[src/hw/rtl/element_dof_index_generator_top_defines.svh]
// assertion helpers for the element dof index generator
`ifndef ELEMENT_DOF_INDEX_GENERATOR_TOP_DEFINES_SVH
`define ELEMENT_DOF_INDEX_GENERATOR_TOP_DEFINES_SVH

// condition must hold whenever the antecedent holds, same cycle
`define EDIG_ASSERT_SAME(lbl, clk, rst_n, ante, cons, msg) \
    lbl: assert property (@(posedge clk) disable iff (!rst_n) (ante) |-> (cons)) \
        else $error(msg);

// condition must hold in the cycle after the antecedent
`define EDIG_ASSERT_NEXT(lbl, clk, rst_n, ante, cons, msg) \
    lbl: assert property (@(posedge clk) disable iff (!rst_n) (ante) |=> (cons)) \
        else $error(msg);

`endif

[src/hw/rtl/edig_pkg.sv]
package edig_pkg;

    // field and internal widths
    localparam int ORD_W      = 3;
    localparam int DOFS_W     = 6;
    localparam int ELEM_W     = 6;
    localparam int ADDR_IN_W  = 12;
    localparam int OUT_W      = 24;
    localparam int IDX_W      = 16;
    localparam int PROD_W     = 9;
    localparam int EXT_W      = 4;
    localparam int STRIDE_W   = 7;
    localparam int CFG_IDX_W  = 1;
    localparam int CFG_DATA_W = 6;

    // configuration register indexes and reset values
    localparam logic [CFG_IDX_W-1:0] REG_ELEM_ORDER    = 1'd0;
    localparam logic [CFG_IDX_W-1:0] REG_DOFS_PER_SIDE = 1'd1;
    localparam logic [ORD_W-1:0]     ORDER_RESET       = 3'd3;
    localparam logic [DOFS_W-1:0]    DOFS_RESET        = 6'd12;

    // request types
    localparam logic REQ_WRITE = 1'b0;
    localparam logic REQ_ELEM  = 1'b1;

    typedef enum logic [1:0] {
        KIND_NODE  = 2'd0,
        KIND_XEDGE = 2'd1,
        KIND_YEDGE = 2'd2,
        KIND_FACE  = 2'd3
    } t_kind;

    // controller to datapath
    typedef struct packed {
        logic accept;
        logic prep;
        logic base;
        logic issue;
    } t_cmd;

    // datapath to controller
    typedef struct packed {
        logic empty;
        logic last_dof;
        logic can_issue;
    } t_status;

endpackage

[src/hw/rtl/edig_ctrl.sv]
module edig_ctrl import edig_pkg::*; (
    input  logic    i_clk,
    input  logic    i_rst_n,
    input  logic    i_valid,
    input  logic    i_req_type,
    output logic    o_stall,
    input  t_status i_status,
    output t_cmd    o_cmd
);

    typedef enum logic [3:0] {
        S_IDLE = 4'b0001,
        S_PREP = 4'b0010,
        S_BASE = 4'b0100,
        S_RUN  = 4'b1000
    } t_state;

    t_state r_state;
    t_state n_state;

    // commands
    always_comb begin
        o_cmd.accept = (r_state == S_IDLE) && i_valid;
        o_cmd.prep   = (r_state == S_PREP);
        o_cmd.base   = (r_state == S_BASE);
        o_cmd.issue  = (r_state == S_RUN) && i_status.can_issue;
    end

    assign o_stall = (r_state != S_IDLE);

    // next state
    always_comb begin
        n_state = r_state;
        unique case (r_state)
            S_IDLE: begin
                if (i_valid && (i_req_type == REQ_ELEM)) begin
                    n_state = S_PREP;
                end
            end
            S_PREP: n_state = S_BASE;
            S_BASE: begin
                n_state = i_status.empty ? S_IDLE : S_RUN;
            end
            S_RUN: begin
                if (o_cmd.issue && i_status.last_dof) begin
                    n_state = S_IDLE;
                end
            end
            default: n_state = S_IDLE;
        endcase
    end

    always_ff @(posedge i_clk) begin
        if (!i_rst_n) begin
            r_state <= S_IDLE;
        end else begin
            r_state <= n_state;
        end
    end

endmodule

[config.mk]
export PLATFORM = sky130hd
export DESIGN_NAME = edig_ctrl
export DESIGN_NICKNAME = d
export VERILOG_FILES = /design/src/hw/rtl/element_dof_index_generator_top_defines.svh /design/src/hw/rtl/edig_pkg.sv /design/src/hw/rtl/edig_ctrl.sv
export SDC_FILE = /design/constraint.sdc
export NUM_CORES = 1
export LEC_CHECK = 0
export CAP_MARGIN = 0
export CORE_AREA = 2 2 39 41
export DETAILED_ROUTE_END_ITERATION = 12
export DIE_AREA = 0 0 41 43
export DONT_BUFFER_PORTS = 1
export PLACE_DENSITY = 0.35
export SYNTH_ARGS = -nofsm -noshare
export SYNTH_HDL_FRONTEND = slang
export SYNTH_SLANG_ARGS = --single-unit
[constraint.sdc]
create_clock -name i_clk -period 1.1 [get_ports i_clk]
set_input_delay 0.11 -clock i_clk [delete_from_list [all_inputs] [get_ports i_clk]]
set_output_delay 0.11 -clock i_clk [all_outputs]
set_load 0.05 [all_outputs]
==> flow_summary.ini <==
[run_status]
run_status = finished with violations
failed_checks = setup timing

[finish]
leading_registers_by_flop_count = r_state (4)
instances_no_fill = 54
areaGrowthSynthToFinish_pct = 116.0
final_net_count = 46
largest_register_ff_count = 4
register_area_um2 = 95.09
stdcell_area_um2 = 440.4
largest-register = r_state
multiInputGateArea_um2 = 162.7
final.fill_count = 147
antenna_cells = 0
fraction_of_final_layout_cells_with_drive_strength_greater_than_1_pct = 63.16

[flow_run]
max_cap_violations = 0

[cts]
cts_root_buf = sky130_fd_sc_hd__clkbuf_4
clock_pin_slew_of_the_registers_on_the_worst_case_setup_and_hold_paths_ns = 0.04
cts-buffers-inserted = 3
tritoncts = built
numClockSinks = 4
cts_htree_levels = 1
max-clock-path-buffers = 2
clock_latency_ns = 0.24

[yosys]
mappedNetlistArea_um2 = 203.9
ys_seq_elements = 4
synth.area.top_cells = sky130_fd_sc_hd__dfxtp_1 (39%), sky130_fd_sc_hd__nor4b_2 (22%), sky130_fd_sc_hd__and2_1 (9.2%)
synth_cell_types = 11
yosysSeqAreaShare_pct = 39.26
synth_area_leader_cell = sky130_fd_sc_hd__dfxtp_1
synth_cells = 21
syn_nets = 28
syn-mean-instance-area_um2 = 9.712
proportion_of_netlist_area_held_by_the_largest_area_contributor_pct = 39.26
yosys_warnings = 0

[grt]
globalRouteTotalUtil_pct = 7.831
grt-ovfl-total = 0
grt_antenna_before_repair = 0
first_global_vias = 226
grt_max_degree = 5
grt_first_pass_wirelength_um = 897

[min_path]
holdCritPathClass = in -> reg

[sta]
setup_viol = 8
hold_violations = 0
slew_headroom_pct = 82.84
rsz0062_at_grt = true
totalNegativeSetupSlack_ns = -1.306
worst-slew-pin-transition_ns = 0.2563
finClkSkew_ns = 0.009323
min_period_over_period_pct = 121.9
report.final.slew_viol_count = 0
postLayoutSetupSlackWorst_ns = -0.2405
fmax_mhz = 746.0
min_cycle_time_layout_ns = 1.340

[route]
maxUsedRoutingLayer = met3
wl_met2_um = 288
viasPerCell = 4.167
post_drt_wl_per_cell_um = 10.04
detail_route.drc_violations = 0
drtAntennaViolNets = 0
routed_wirelength_um = 542
detail_route.wirelength.met1_um = 209
routed-wl-met3_um = 43
via_count = 225
dr.pass1.iters = 1
dr.first_iter.drc_count = 0

[setup_path]
critical_path.n_buffers_inverters = 1
crit_path_end_kind = output port
critPathTopFamily = simple AND/OR/NAND/NOR gates
cp_max_fo = 4
worst_r2r_startpoint = r_state[3]
path_depth = 3
timing.critical_path.cells = nor4b_4 -> buf_4 -> and2_4
cpPeakStageDelay_ns = 0.36
crit_end = o_cmd[0]
timing.rr.end = r_state[0]
r2r_slack_ns = -0.17
crit_path_start = r_state[0]
critical_path_class = reg -> out
r2r_cells = 5
cp_slowest_cell = sky130_fd_sc_hd__dfxtp_4
start_kind = register
worstPathArrival_ns = 1.23
data_required_critical_path_ns = 0.99

[pwr]
power_density_mw_per_mm2 = 1113
netSwitchingFraction_pct = 28.27
vdd.ir_drop.worst_uv = 435.4
clkPwrFrac_pct = 40.8
seq_power_share_pct = 32.5
power_leakage_uw = 0.0001871
power.share.combinational_pct = 26.7
power.switching_uw = 138.6
p_int_uw = 351.8

[die]
initial_utilization_pct = 14.74
area_of_the_die_mm2 = 0.001763
io-pin-count = 12
placeableCoreArea_mm2 = 0.001384
num_rows = 14
chip_width_um = 41
dieHeight_um = 43

[place]
place.port_buffers = 0
placed_cells_incl_taps = 43
detailed_place.area_um2 = 311.5
globalplace.congestion = 0.6187
dpl.hpwl_um = 399
-- power groups by stage --
stage	clock network, µW	registers, µW	logic (µW)
after CTS	213	161	118
after global placement	0	165	99.8
after global routing	213	161	140
after floorplan	0	164	64.0
after detailed placement	0	166	100
final	200	159	131
-- metal layers --
metal / track usage [%] / vias up
li1: - / 112
met1: 9.003 / 105
met2: 10.31 / 8
met3: 2.618 / 0
met4: 8.000 / 0
met5: 0 / -
-- cell usage after synthesis --
cell type / count
sky130_fd_sc_hd__nor4b_1: 1
sky130_fd_sc_hd__nor4b_2: 3
sky130_fd_sc_hd__inv_1: 2
sky130_fd_sc_hd__o311ai_1: 1
sky130_fd_sc_hd__nor2_1: 1
sky130_fd_sc_hd__dfxtp_1: 4
sky130_fd_sc_hd__nand2_1: 3
sky130_fd_sc_hd__a22o_1: 1
sky130_fd_sc_hd__and2_1: 3
sky130_fd_sc_hd__nand3_1: 1
sky130_fd_sc_hd__and3_1: 1
-- logic make-up after synthesis --
family | Yosys count | synth area share (%)
DFF | 4 | 39.27
buffers and inverters | 2 | 3.682
AOI/OAI and AO/OA | 2 | 8.591
and+or+nand+nor | 13 | 48.46
-- area by class of cell --
type	count	area share (%)
Sequential cell	4	21.59
Timing Repair Buffer	13	29.26
Tap cell	16	4.545
Inverter	2	1.705
Multi-Input combinational cell	15	36.93
Clock buffer	4	5.966
-- metrics by stage --
stage / hold WS [ns] / power, µW / setup slack, ns / utilization [%]
floorplan: 0.1876 / 227.9 / -0.4030 / -
global placement: 0.1901 / 265.1 / -0.06441 / 22.51
detailed placement: 0.1977 / 266.3 / -0.06743 / 22.51
CTS: 0.002625 / 492.3 / -0.2643 / 29.02
global route: 0.004916 / 514.0 / -0.2838 / 31.83
finish: 0.01470 / 490.4 / -0.2405 / 31.83
-- cell usage in the layout, fill, tap and decap left out --
cell                            netlist  routed
sky130_fd_sc_hd__a22o_1               1       1
sky130_fd_sc_hd__and2_1               3       1
sky130_fd_sc_hd__and2_4               0       2
sky130_fd_sc_hd__and3_1               1       1
sky130_fd_sc_hd__buf_12               0       1
sky130_fd_sc_hd__buf_4                0       6
sky130_fd_sc_hd__buf_6                0       3
sky130_fd_sc_hd__clkbuf_1             0       1
sky130_fd_sc_hd__clkbuf_4             0       3
sky130_fd_sc_hd__dfxtp_4              0       4
sky130_fd_sc_hd__dlygate4sd3_1        0       3
sky130_fd_sc_hd__inv_1                2       1
sky130_fd_sc_hd__inv_2                0       1
sky130_fd_sc_hd__nand2_1              3       3
sky130_fd_sc_hd__nand3_1              1       1
sky130_fd_sc_hd__nor2_1               1       1
sky130_fd_sc_hd__nor4b_4              0       4
sky130_fd_sc_hd__o311ai_1             1       1
-- timing repair --
action                                  in CTS  in global routing
setup buffers                                2                  3
endpoints found under the setup margin       7                  8
gates cloned                                 0                  0
hold endpoints to repair                     2                  0
hold buffers                                 3                  0
gates resized for setup                      5                  4
pin swaps                                    6                  6
-- how the worst min path moves through the flow --
stage                       start    endpoint  slack, ns  cells after the start
after detailed placement  i_rst_n  r_state[0]       0.20                      1
after global routing      i_rst_n  r_state[2]      0.005                      1
after floorplan           i_rst_n  r_state[0]       0.19                      1
after global placement    i_rst_n  r_state[0]       0.19                      1
after CTS                 i_rst_n  r_state[2]      0.003                      1
final                     i_rst_n  r_state[2]       0.01                      1
Power figures use the tool's default switching activity.
